$ cat src/sv/ipsm_pkg.sv
`default_nettype none

package ipsm_pkg;

    localparam int NET_ENTRIES  = 256;
    localparam int HOST_ENTRIES = 256;

    localparam int NET_CNT_W  = $clog2(NET_ENTRIES + 1);
    localparam int HOST_CNT_W = $clog2(HOST_ENTRIES + 1);

    localparam int LOOK_CYCLES = (NET_ENTRIES > HOST_ENTRIES) ? NET_ENTRIES : HOST_ENTRIES;
    localparam int LOOK_W      = $clog2(LOOK_CYCLES + 1);

    // counter value during which each chain's tail holds the probe
    localparam int NET_CAP  = LOOK_CYCLES - NET_ENTRIES;
    localparam int HOST_CAP = LOOK_CYCLES - HOST_ENTRIES;

    localparam logic [1:0] CMD_ADD_NET  = 2'd0;
    localparam logic [1:0] CMD_ADD_HOST = 2'd1;
    localparam logic [1:0] CMD_LOOKUP   = 2'd2;

    typedef struct packed {
        logic [1:0]  cmd;
        logic [31:0] address;
        logic [31:0] mask_bits;
    } t_in;

    typedef struct packed {
        logic hit;
        logic status;
    } t_out;

    typedef struct packed {
        logic [31:0] value;
        logic [31:0] keep;
    } t_entry;

    typedef struct packed {
        logic [31:0] key;
        logic        hit;
    } t_probe;

    typedef struct packed {
        logic add_net;
        logic add_host;
        logic imm_ack;
        logic cap_net;
        logic cap_host;
        logic finish;
    } t_ctl;

    typedef enum logic [1:0] {
        ST_IDLE,
        ST_LOOK,
        ST_DONE
    } t_state;

endpackage

`default_nettype wire

$ cat src/sv/ipsm_ctrl.sv
`default_nettype none

module ipsm_ctrl (
    input  wire logic       i_clk,
    input  wire logic       i_rst_n,
    input  wire logic       i_start,
    input  wire logic [1:0] i_cmd,
    output logic            o_busy,
    output ipsm_pkg::t_ctl  o_ctl
);

    ipsm_pkg::t_state                  r_state;
    ipsm_pkg::t_state                  n_state;
    logic [ipsm_pkg::LOOK_W-1:0]       r_cnt;
    logic [ipsm_pkg::LOOK_W-1:0]       n_cnt;
    logic                              accept;

    assign accept = (r_state == ipsm_pkg::ST_IDLE) && i_start;

    always_comb begin
        n_state = r_state;
        n_cnt   = r_cnt;
        case (r_state)
            ipsm_pkg::ST_IDLE: begin
                if (accept && (i_cmd == ipsm_pkg::CMD_LOOKUP)) begin
                    n_state = ipsm_pkg::ST_LOOK;
                    n_cnt   = ipsm_pkg::LOOK_W'(ipsm_pkg::LOOK_CYCLES - 1);
                end
            end
            ipsm_pkg::ST_LOOK: begin
                if (r_cnt == '0) begin
                    n_state = ipsm_pkg::ST_DONE;
                end else begin
                    n_cnt = r_cnt - 1'b1;
                end
            end
            ipsm_pkg::ST_DONE: begin
                n_state = ipsm_pkg::ST_IDLE;
            end
            default: begin
                n_state = ipsm_pkg::ST_IDLE;
            end
        endcase
    end

    always_comb begin
        o_busy         = (r_state != ipsm_pkg::ST_IDLE);
        o_ctl.add_net  = accept && (i_cmd == ipsm_pkg::CMD_ADD_NET);
        o_ctl.add_host = accept && (i_cmd == ipsm_pkg::CMD_ADD_HOST);
        o_ctl.imm_ack  = accept && (i_cmd != ipsm_pkg::CMD_LOOKUP);
        o_ctl.cap_net  = (r_state == ipsm_pkg::ST_LOOK) &&
                         (r_cnt == ipsm_pkg::LOOK_W'(ipsm_pkg::NET_CAP));
        o_ctl.cap_host = (r_state == ipsm_pkg::ST_LOOK) &&
                         (r_cnt == ipsm_pkg::LOOK_W'(ipsm_pkg::HOST_CAP));
        o_ctl.finish   = (r_state == ipsm_pkg::ST_DONE);
    end

    always_ff @(posedge i_clk) begin
        if (!i_rst_n) begin
            r_state <= ipsm_pkg::ST_IDLE;
            r_cnt   <= '0;
        end else begin
            r_state <= n_state;
            r_cnt   <= n_cnt;
        end
    end

endmodule

`default_nettype wire

$ cat config.mk
export PLATFORM = sky130hd
export DESIGN_NAME = ipsm_ctrl
export DESIGN_NICKNAME = d
export VERILOG_FILES = /design/src/sv/ipsm_pkg.sv /design/src/sv/ipsm_ctrl.sv
export SDC_FILE = /design/constraint.sdc
export NUM_CORES = 1
export LEC_CHECK = 0
export BUFFER_PORTS_ARGS = -buffer_cell sky130_fd_sc_hd__buf_2
export CORE_UTILIZATION = 45
export CTS_CLUSTER_DIAMETER = 30
export DETAILED_ROUTE_END_ITERATION = 8
export GPL_TIMING_DRIVEN = 0
export HOLD_SLACK_MARGIN = 0.15
export PLACE_DENSITY = 0.75
export RECOVER_POWER = 100
export SYNTH_ARGS = -nofsm -noshare
export SYNTH_HDL_FRONTEND = slang
export SYNTH_SLANG_ARGS = --single-unit
$ cat constraint.sdc
create_clock -name i_clk -period 1.8 [get_ports i_clk]
set_input_delay 0.09 -clock i_clk [delete_from_list [all_inputs] [get_ports i_clk]]
set_output_delay 0.09 -clock i_clk [all_outputs]
set_load 0.01 [all_outputs]
==> flow_summary.ini <==
[run_status]
run_status = completed

[sta]
tightest_slew_ns = 0.565
rsz0062_at_grt = false
finClkSkew_ns = 0.000666
slew_headroom_pct = 62.3
clock.fmax_ghz = 0.583
final_critical_path_setup_slack_ns = 0.0851
maxSlewViolCount = 0
totalNegativeSetupSlack_ns = 0
timing.final.setup_violations = 0
hold_viol = 0
fin_crit_sh_pct = 95.3
finalCriticalPeriod_ns = 1.71

[logic_synthesis]
netlist_top_cells_area = sky130_fd_sc_hd__dfxtp_1 (35%), sky130_fd_sc_hd__inv_1 (5.4%), sky130_fd_sc_hd__a21oi_1 (4.8%)
synth.net_count = 84
synth_seq_cells = 11
avgSynthCellArea_um2 = 8.07
post_synth_instance_area_um2 = 629
synth_largest_area_cell = sky130_fd_sc_hd__dfxtp_1
ys_warn_count = 0
synthesis.instances = 78
synth_top_cell_area_share_pct = 35.0
synth.lib_cells_used.distinct = 32
seq_area_frac_synth_pct = 35.0

[floorplanning]
fp.dieH_um = 39.4
die_w_um = 39.4
floorplan.io_pins = 12
floorplan.rows = 13
core_area_um2 = 1300
initial_utilization_pct = 48.4
design.die.area_um2 = 1550

[layout]
layout_nets = 103
drive_gt1_share_pct = 18.8
utilization_pct = 60.3
storage_cell_area_um2 = 220
insertedDiodeCount = 0
most_frequent_standard_cell_in_the_layout_excluding_fill_and_tap_cells = sky130_fd_sc_hd__dfxtp_1
multi_input_area_um2 = 398
syn_to_final_growth_pct = 24.7
most_frequent_cells_in_the_layout = sky130_fd_sc_hd__dfxtp_1 (11), sky130_fd_sc_hd__inv_1 (8), sky130_fd_sc_hd__clkbuf_1 (7), sky130_fd_sc_hd__o21ai_0 (6), sky130_fd_sc_hd__a21oi_1 (6)
fill_cells = 130

[setup_path]
critical_path_required_ns = 1.96
setup.worst_path.end_class = flop
critical_path_class = reg2reg
crit_path_max_fanout = 4
critical_path_data_arrival_time_ns = 1.88
start_kind = flop
rr_worst_depth = 4

[detailed_routing]
drt.antenna.violating_nets = 0
route.detailed.drc = 0
drt_first_pass_iters = 4
drt_first_iter_violations = 16
drt_wl_total_mm = 1.39
route.detailed.wl_per_inst_um = 12.5
vias = 635
vias_per_cell = 5.72

[grt]
antenna_found_initial = 0
globalRouteOverflowTotal = 0
grt_usage_pct = 20.8
grt_max_degree = 10
grt_pass1_vias = 513
grt_first_pass_wirelength_mm = 2.13

[clocking]
cts_max_level = 1
insertion_delay_ns = 0.27
clock_path_buffers = 2
cts_tree = done
cts_buffers = 3
cell_at_the_root_of_the_clock_tree = sky130_fd_sc_hd__clkbuf_4
clock_slew_at_reported_path_ffs_ns = 0.07
cts_num_sinks = 11

[min_path]
hp-class = in2reg
worst_hold_path.num_cells = 4

[pwr]
cellLeakagePower_nw = 0.315
power_density_nw_per_um2 = 850
ir_worst_vdd_mv = 0.543

[run]
max_cap_violations = 0

[placed_design]
preCtsSetupSlack_ns = 0.0248
io_buffer_count = 11
dp.final_hpwl_um = 956
gp_congestion = 0.807
## report_power, final
| part | internal [mW] | switching (mW) |
|---|---|---|
| sequential | 0.264 | 0.0332 |
| combinational | 0.0964 | 0.104 |
| clock | 0.0858 | 0.0829 |
| total | 0.447 | 0.220 |
## critical path, cell delays in order (launching register included)
cell and delay [ns]:
sky130_fd_sc_hd__dfxtp_1 0.33, sky130_fd_sc_hd__or3_1 0.43, sky130_fd_sc_hd__or3_4 0.36, sky130_fd_sc_hd__o311a_1 0.29, sky130_fd_sc_hd__a41o_1 0.20
## Yosys cell counts, drive strengths merged
| library cell | n |
|---|---|
| dfxtp | 11 |
| inv | 9 |
| a21oi | 6 |
| o21ai | 6 |
| nand2 | 5 |
| nor2 | 5 |
| nor3 | 4 |
| a31oi | 3 |
| nor2b | 3 |
| and2 | 2 |
| o21a | 2 |
| o41ai | 2 |
| or3 | 2 |
| a21boi | 1 |
| a221oi | 1 |
| a41o | 1 |
| buf | 1 |
| clkbuf | 1 |
| ha | 1 |
| nand2b | 1 |
| nand3 | 1 |
| nand3b | 1 |
| nand4 | 1 |
| nor3b | 1 |
| nor4 | 1 |
| nor4b | 1 |
| o22ai | 1 |
| o311a | 1 |
| o31a | 1 |
| o31ai | 1 |
| or4b | 1 |
## per-stage QoR
stage               instance area [µm²]  hold slack, ns  power, mW  cells
floorplan                           629           0.212      0.420     78
global placement                    703           0.392      0.462    104
detailed placement                  703           0.397      0.464    104
CTS                                 772           0.256      0.652    111
global route                        785           0.278      0.704    111
finish                              785           0.252      0.666    111
## what timing repair did
| item | in CTS | in global routing |
|---|---|---|
| hold buffers | 2 | 0 |
| resized for setup | 2 | 6 |
| buffers inserted | 1 | 0 |
| setup endpoints to repair | 2 | 2 |
| hold endpoints to repair | 5 | 0 |
| pin swaps | 0 | 4 |
| gates cloned | 0 | 0 |
## layout make-up
type / count / area share [%]
Inverter: 9 / 4.31
Tap cell: 15 / 2.39
Clock buffer: 4 / 3.35
Sequential cell: 11 / 28.1
Multi-Input combinational cell: 56 / 50.7
Timing Repair Buffer: 14 / 9.57
Buffer: 2 / 1.59
## layer usage
metal	vias to the layer above	GRT usage, %	share of wire [%]	wire length [µm]
met5	-	0	0	0
met2	18	32.1	44	611
met1	289	26.6	48	672
met3	4	5.11	5.3	73
met4	0	10.3	2.2	30
li1	324	-	-	-
## cells by family after synthesis
group | count (synthesis) | synth area share [%]
buffers and inverters | 11 | 7.36
flip-flops | 11 | 35.0
adder cells (fa/ha/maj) | 1 | 1.99
AO/OA/AOI/OAI | 26 | 27.0
AND/OR/NAND/NOR | 29 | 28.6
## worst paths after layout
kind	startpoint	end	slack, ns
max	r_cnt[0]	r_cnt[5]	0.09
min	i_cmd[0]	r_cnt[7]	0.25
max reg2reg	r_cnt[0]	r_cnt[5]	0.09
min reg2reg	r_cnt[8]	r_cnt[8]	0.48
## registers in the layout (all words and copies together), names as in the netlist
signal / flops
r_cnt: 9
r_state: 2
No activity file was read; power rests on OpenSTA's default activity.
