<file path="src/sv/ipsm_pkg.sv">
`default_nettype none

package ipsm_pkg;

    localparam int NET_ENTRIES  = 256;
    localparam int HOST_ENTRIES = 256;

    localparam int NET_CNT_W  = $clog2(NET_ENTRIES + 1);
    localparam int HOST_CNT_W = $clog2(HOST_ENTRIES + 1);

    localparam int LOOK_CYCLES = (NET_ENTRIES > HOST_ENTRIES) ? NET_ENTRIES : HOST_ENTRIES;
    localparam int LOOK_W      = $clog2(LOOK_CYCLES + 1);

    // counter value during which each chain's tail holds the probe
    localparam int NET_CAP  = LOOK_CYCLES - NET_ENTRIES;
    localparam int HOST_CAP = LOOK_CYCLES - HOST_ENTRIES;

    localparam logic [1:0] CMD_ADD_NET  = 2'd0;
    localparam logic [1:0] CMD_ADD_HOST = 2'd1;
    localparam logic [1:0] CMD_LOOKUP   = 2'd2;

    typedef struct packed {
        logic [1:0]  cmd;
        logic [31:0] address;
        logic [31:0] mask_bits;
    } t_in;

    typedef struct packed {
        logic hit;
        logic status;
    } t_out;

    typedef struct packed {
        logic [31:0] value;
        logic [31:0] keep;
    } t_entry;

    typedef struct packed {
        logic [31:0] key;
        logic        hit;
    } t_probe;

    typedef struct packed {
        logic add_net;
        logic add_host;
        logic imm_ack;
        logic cap_net;
        logic cap_host;
        logic finish;
    } t_ctl;

    typedef enum logic [1:0] {
        ST_IDLE,
        ST_LOOK,
        ST_DONE
    } t_state;

endpackage

`default_nettype wire

</file>
<file path="src/sv/ipsm_cell.sv">
`default_nettype none

module ipsm_cell (
    input  wire logic            i_clk,
    input  wire logic            i_shift,
    input  wire logic            i_valid,
    input  wire ipsm_pkg::t_entry i_entry,
    output ipsm_pkg::t_entry     o_entry,
    input  wire ipsm_pkg::t_probe i_probe,
    output ipsm_pkg::t_probe     o_probe
);

    ipsm_pkg::t_entry r_entry;
    ipsm_pkg::t_probe r_probe;
    ipsm_pkg::t_probe n_probe;

    always_comb begin
        n_probe.key = i_probe.key;
        n_probe.hit = i_probe.hit |
                      (i_valid && ((i_probe.key & r_entry.keep) == r_entry.value));
    end

    always_ff @(posedge i_clk) begin
        if (i_shift) begin
            r_entry <= i_entry;
        end
        r_probe <= n_probe;
    end

    assign o_entry = r_entry;
    assign o_probe = r_probe;

endmodule

`default_nettype wire

</file>
<file path="config.mk">
export PLATFORM = sky130hd
export DESIGN_NAME = ipsm_cell
export DESIGN_NICKNAME = d
export VERILOG_FILES = /design/src/sv/ipsm_pkg.sv /design/src/sv/ipsm_cell.sv
export SDC_FILE = /design/constraint.sdc
export NUM_CORES = 1
export LEC_CHECK = 0
export BUFFER_PORTS_ARGS = -buffer_cell sky130_fd_sc_hd__buf_4
export CAP_MARGIN = 25
export CORE_MARGIN = 5
export CORE_UTILIZATION = 45
export DETAILED_ROUTE_END_ITERATION = 8
export GPL_ROUTABILITY_DRIVEN = 0
export GPL_TIMING_DRIVEN = 0
export PLACE_DENSITY_LB_ADDON = 0.12
export RECOVER_POWER = 100
export REMOVE_ABC_BUFFERS = 1
export SLEW_MARGIN = 20
export SYNTH_ARGS = -nofsm -noshare
export SYNTH_HDL_FRONTEND = slang
export SYNTH_SLANG_ARGS = --single-unit
</file>
<file path="constraint.sdc">
create_clock -name i_clk -period 2.15 [get_ports i_clk]
set_input_delay 0.215 -clock i_clk [delete_from_list [all_inputs] [get_ports i_clk]]
set_output_delay 0.215 -clock i_clk [all_outputs]
set_load 0.05 [all_outputs]
</file>
==> metrics.md, run 1 <==
| Metric | Value |
|---|---|
| Status | finished, violations left |
| Failing checks | capacitance limit, slew limit |
| Drt total wl | 8540 microns |
| Lkg Pwr | 1.89 nW |
| Slew @ Worst Pin | 1.62 ns |
| Share of cells above drive strength 1 | 0.261 |
| Worst skew pair latency | 0.35 ns |
| Worst setup EP type | flop |
| DRT antenna net count | 0 |
| Max Clock Freq | between 600 and 700 MHz |
| Row Count | 30 |
| First-pass detailed-route iteration total | 4 |
| Gr usage total | 0.199 |
| Hold WC Path Type | primary input to flop |
| Remaining DRCs | 0 |
| # IOs | 197 |
| Grt ovf | 0 |
| CP arrival | about 2 ns |
| Post-Syn Instances | 173 |
| Vias in the first global route | 2495 |
| Hold Path Origin | i_probe[0] |
| Dpl hpwl | 6040 microns |
| Die height | between 90 and 100 microns |
| Post CTS Setup Buffer Count | 0 |
| Post-synthesis compound-gate area fraction | 0.00286 |
| Clk buf depth | 2 |
| Die Area | 0.00854 sq mm |
| Synth Area in Adders | 0 |
| Overall power | 4.28 mW |
| Fin. max-slew vios | 65 |
| DRT iter0 DRCs | 61 |
| CTS Sinks | 97 |
| Avg Vias per Cell | 4.64 |
| Main combinational cell family by area after synthesis | XOR/XNOR gates |
| Post-Syn Area per Cell | ~18 sq um |
| WL/cell | approximately 17 microns |
| TritonCTS clock tree | yes |
| Area Overhead vs Synth | 56.3% |
| Sequential fraction of the synthesis area | 0.845 |
| Period utilisation layout | 0.772 |
| Final critical-path required period | between 1.5 and 2 ns |
| # diodes | 0 |
| Core area | around 0.0067 sq mm |
| Via count | 2306 |
| CP required | between 2 and 2.5 ns |
| Slew headroom | -0.0804 |
| Largest net degree at the start of global routing | 65 |
| Ys Warns | 0 |
| Worst path slowest cell | dlygate4sd3_1 |
| Critical Path Source | i_probe[3] |
| Setup TNS | 0 ns |
| H-tree depth | 3 |
| Post-Synth Simple-Gate Area | 0.0610 |
| Initial antenna violation count | 0 |
| Max Cap Viol | 1 |
| Clock root cell | clkbuf_8 |
| Maximum vdd drop | 0.485 mV |
| I/O Buffers | 196 |
| Initial core utilization | 0.455 |
| XOR/XNOR Fraction of Synth Area | 0.0917 |
| Netlist Area Pre-Place | ~0.0031 sq mm |
| Final hold violations | 0 |
| CP max stage delay | about 0.56 ns |
| Cell variety after synth | 11 |
| Worst r2r src | o_entry[2]$_DFFE_PP_ |
| Startpoint Class | primary input |
| Crit Path Max Fanout | 2 |
| First-pass GRT wire length | 12800 microns |
| RSZ-0062 raised after global routing | no |
| Flops & latches, synth | 97 |
| Final setup fails | 0 |
| Crit Path Category | primary input to flop |
| Nets | 512 |
| Final clock skew | just under 0.007 ns |
| Layout filler cell count | ~540 |
| Die X | slightly above 90 microns |
| Clock transition at path regs | ~0.080 ns |
| Power per cell area | roughly 900 mW/mm^2 |
| Critical Path, Cell by Cell | dlygate4sd3_1 -> clkbuf_4 -> nand2_1 -> xor2_1 -> nand4_1 -> nor4_1 -> a31o_1 |
| Cts bufs inserted | 9 |
| Post-synthesis mux area share | 0 |
-- cell type report --
type | instances | area, sq um | area share
multi-input combinational | 76 | 475 | 0.0995
timing repair buffer | 228 | 1410 | 0.294
clock inverter | 4 | 50.0 | 0.0105
sequential | 97 | 2580 | 0.540
clock buffer | 12 | 166 | 0.0348
tap | 80 | 100 | 0.0209
-- where the power goes --
group,leakage (nW),internal [mW],switching [mW]
logic,0.879,0.232,0.627
clock network,0.104,0.639,0.590
registers,0.905,2.13,0.0649
-- cell families after synthesis --
kind of cell              count (synthesis)
AOI/OAI and AO/OA                         1
DFF                                      97
and+or+nand+nor                          43
xor gates and xnor gates                 32
-- layer usage --
layer	GRT usage	vias up	routed length, microns
met5	0	-	0
met4	0.0829	0	193
met3	0.0780	17	844
met2	0.379	118	4770
met1	0.187	1079	2730
li1	-	1092	-
-- cells in the mapped netlist --
cell | instances | area, sq um
a31o_1 | 1 | 8.76
and3_1 | 1 | 6.26
dfxtp_1 | 33 | 661
edfxtp_1 | 64 | 1920
nand2_1 | 32 | 120
nand3_1 | 1 | 5.00
nand4_1 | 6 | 37.5
nor3_1 | 1 | 5.00
nor4_1 | 2 | 12.5
xnor2_1 | 4 | 35.0
xor2_1 | 28 | 245
-- through the flow --
stage	setup WS (ns)	cell area, sq um	utilization	hold WS, ns	cells
6_report	0.490	4780	0.712	0.0518	497
5_1_grt	0.384	4780	0.712	0.0339	497
4_1_cts	0.497	5170	0.769	0.0168	497
3_5_place_dp	0.651	4630	0.689	0.329	449
2_1_floorplan	0.688	3060	-	0.243	173
3_3_place_gp	0.720	4630	0.689	0.329	449
-- worst paths after layout --
kind                             end  slack (ns)  cells after the start
setup / recovery  o_probe[0]$_DFF_P_        0.49                      7
hold / removal    o_probe[0]$_DFF_P_        0.05                      2
setup reg to reg  o_probe[0]$_DFF_P_        0.66                      5
hold reg to reg   o_probe[0]$_DFF_P_        0.79                      3
-- critical path: cells and delay by family --
family,cells,cell delay [ns]
xor+xnor,1,0.15
compound gates,1,0.20
buf+inv,2,0.71
simple gates,3,0.68
-- registers in the layout (all words and copies together) (netlist names) --
| signal | flops |
|---|---|
| o_entry | 64 |
| o_probe | 33 |
-- placed cells by master (no fill, tap or decap), types with 2 or more instances in the layout --
cell	synthesis	layout
clkbuf_4	0	91
edfxtp_1	64	64
dfxtp_1	33	33
buf_4	0	2
xnor2_1	4	4
nand4_1	6	6
xor2_1	28	28
nor4_1	2	2
nand2_1	32	32
clkinvlp_4	0	2
clkbuf_8	0	10
clkbuf_1	0	103
dlygate4sd3_1	0	32
-- repair_timing --
item | CTS | global route
resized for setup | 0 | 0
hold buffers | 32 | 0
endpoints found under the hold margin | 32 | 0
Power figures use the tool's default switching activity.
==> run 2, diff against run 1 <==
- CORE_UTILIZATION: 45 -> 42
- clock period: 2.15 -> 1.7 ns (I/O delays scaled with it)
==> run 2 against run 1 <==
  * The flow still finishes with violations (capacitance limit, slew limit)
  * Combinational power up 42%
  * Cell count up 17%
  * Cell area up 13%
  * Total power up 27%
  * Clock power up 19%
  * Global-route usage up 1.4 points
  * Sequential power up 26%
  * Die area up 6.4%
  * Wire length up 12%
  * First-iteration DRC count up 18%
  * Non-clock buffer count up 65
  * Via count up 11%
  * Largest power group unchanged
==> metrics.md, run 2 (synthesized netlist as in run 1, its figures left out) <==
| Metric | Value |
|---|---|
| Number of flip-flops in the largest register | 64 (unchanged) |
| CP arrival | 1.88 ns (-0.07 ns) |
| Hold depth | 3 (+1) |
| Worst skew pair latency | 0.35 ns (about the same) |
| Slew headroom | -0.0930 (-0.0126) |
| Gate power share | 0.223 (+0.023) |
| Final hold violations | 0 (unchanged) |
| Critical Path, Cell by Cell | dlygate4sd3_1 -> clkbuf_4 -> nand2_1 -> xor2_1 -> nand4_1 -> nor4_1 -> a31o_1 |
| Status | finished, violations left |
| Reg2Reg Depth | 5 (unchanged) |
| Cell area after layout | 0.00542 sq mm (+13%) |
| # diodes | 0 (unchanged) |
| I/O Buffers | 196 (unchanged) |
| Avg Vias per Cell | 4.41 (-5.0%) |
| Cts bufs inserted | 9 (unchanged) |
| RSZ-0062 raised after global routing | no |
| Final setup fails | 0 (unchanged) |
| Power per cell area | 1010 mW/mm^2 (+12%) |
| Gr usage total | 0.214 (+0.0144) |
| Crit Path Max Fanout | 2 (unchanged) |
| Period utilisation layout | 0.938 |
| Post-cts sizing count | 0 (unchanged) |
| Die Area | 0.00909 sq mm (+6.4%) |
| Seq pwr share | 0.510 (-0.003) |
| Max Clock Freq | 627 MHz |
| Net Switching | 1.68 mW (+31%) |
| CTS Sinks | 97 (unchanged) |
| Largest net degree at the start of global routing | 65 (unchanged) |
| Fin Hold WS | 0.193 ns (+0.141 ns) |
| Layout filler cell count | 558 (+4.3%) |
| # IOs | 197 (unchanged) |
| Crit Path Category | primary input to flop |
| Row Count | 31 (+3.3%) |
| DRT antenna net count | 0 (unchanged) |
| Core Util, Final | 0.755 (+0.0435) |
| Final clock skew | 0.00960 ns (+0.00279 ns) |
| Area Overhead vs Synth | 77.2% |
| First-pass GRT wire length | 14300 microns (+12%) |
| Remaining DRCs | 0 (unchanged) |
| Worst path slowest cell | dlygate4sd3_1 |
| Grt ovf | 0 (unchanged) |
| Vias in the first global route | 2880 (+15%) |
| Maximum vdd drop | 0.665 mV (+37%) |
| Clk buf depth | 2 (unchanged) |
| Initial antenna violation count | 0 (unchanged) |
| Setup Slack @ Placement | 0.218 ns (-0.433 ns) |
| Most frequent cells in the layout | 107 x clkbuf_1, 97 x dlygate4sd3_1, 87 x clkbuf_4, 64 x edfxtp_1, 33 x dfxtp_1 |
| Clock transition at path regs | 0.09 ns (about the same) |
| H-tree depth | 3 (unchanged) |
| Via count | 2560 (+11%) |
| CP max stage delay | 0.54 ns (-0.02 ns) |
| Slew @ Worst Pin | 1.64 ns (+0.0189 ns) |
| Die height | 95.3 microns (+3.1%) |
| Worst setup EP type | flop |
| WL/cell | 16.4 microns (-4.3%) |
| Final critical-path required period | 1.59 ns |
| Initial core utilization | 0.426 (-0.0290) |
| Drt total wl | 9550 microns (+12%) |
| Nets | 577 (+13%) |
| Hold WC Path Type | primary input to flop |
| Startpoint Class | primary input |
| Clk network pwr share | 0.267 (-0.020) |
| Core area | 0.00718 sq mm (+6.8%) |
| Fin worst setup slack | 0.106 ns (-0.384 ns) |
| Fin. max-slew vios | 65 (unchanged) |
| Setup TNS | 0 ns (unchanged) |
| First-pass detailed-route iteration total | 4 (unchanged) |
| TritonCTS clock tree | yes |
| DRT iter0 DRCs | 72 (+18%) |
| Clock root cell | clkbuf_8 |
| Commonest non-fill, non-tap cell in the layout | clkbuf_1 |
| Lkg Pwr | 2.14 nW (+14%) |
| Placed inst area | 0.00465 sq mm (+0.51%) |
| Post CTS Setup Buffer Count | 0 (unchanged) |
| Die X | 95.3 microns (+3.1%) |
| Switching Fraction | 0.308 (+0.00860) |
| Dpl hpwl | 5990 microns (-0.76%) |
| Failing checks | capacitance limit, slew limit |
| Max Cap Viol | 1 (unchanged) |
| CP required | 1.99 ns (-0.45 ns) |
| Internal power | 3.77 mW (+26%) |
| Post-CTS Hold Fix Bufs | 97 (+200%) |
| Share of cells above drive strength 1 | 0.218 (-0.0435) |
-- run 2: worst paths after layout --
path,end,slack (ns),startpoint
worst max-delay path,o_probe[0]$_DFF_P_,0.11,i_probe[31]
worst min-delay path,o_probe[0]$_DFF_P_,0.19,i_valid
worst max register to register,o_probe[0]$_DFF_P_,0.20,o_entry[30]$_DFFE_PP_
worst min register to register,o_probe[0]$_DFF_P_,0.80,o_entry[53]$_DFFE_PP_
-- run 2: metal layers --
metal / vias up / track usage / share of wire
met1: 1205 / 0.203 / 0.33
met3: 16 / 0.0521 / 0.073
met4: 0 / 0.0901 / 0.021
met2: 113 / 0.426 / 0.58
met5: - / 0 / 0
li1: 1226 / - / -
-- run 2: critical path, delay by kind of cell --
family,cells,cell delay [ns]
buf+inv,2,0.68
xor+xnor,1,0.19
compound gates,1,0.19
simple gates,3,0.65
-- run 2: power by group through the flow --
stage / clock [mW] / combinational [mW] / sequential [mW]
after floorplan: 0 / 0.100 / 3.40
after global placement: 0 / 1.17 / 2.82
after detailed placement: 0 / 1.18 / 2.83
after CTS: 1.50 / 1.37 / 2.78
after global routing: 1.60 / 1.27 / 2.80
final: 1.46 / 1.22 / 2.78
-- run 2: cell type report --
class | instances | area (sq um) | area share
clock buffer | 10 | 128 | 0.0236
clock inverter | 6 | 66.3 | 0.0122
multi-input combinational | 76 | 475 | 0.0878
timing repair buffer | 293 | 2040 | 0.377
sequential | 97 | 2580 | 0.477
tap | 99 | 124 | 0.0229
-- run 2: metrics by stage --
stage                     std cells  power [mW]
after floorplan                 173        3.50
after global placement          468        3.99
after detailed placement        468        4.01
after CTS                       581        5.65
after global routing            581        5.67
final                           581        5.45
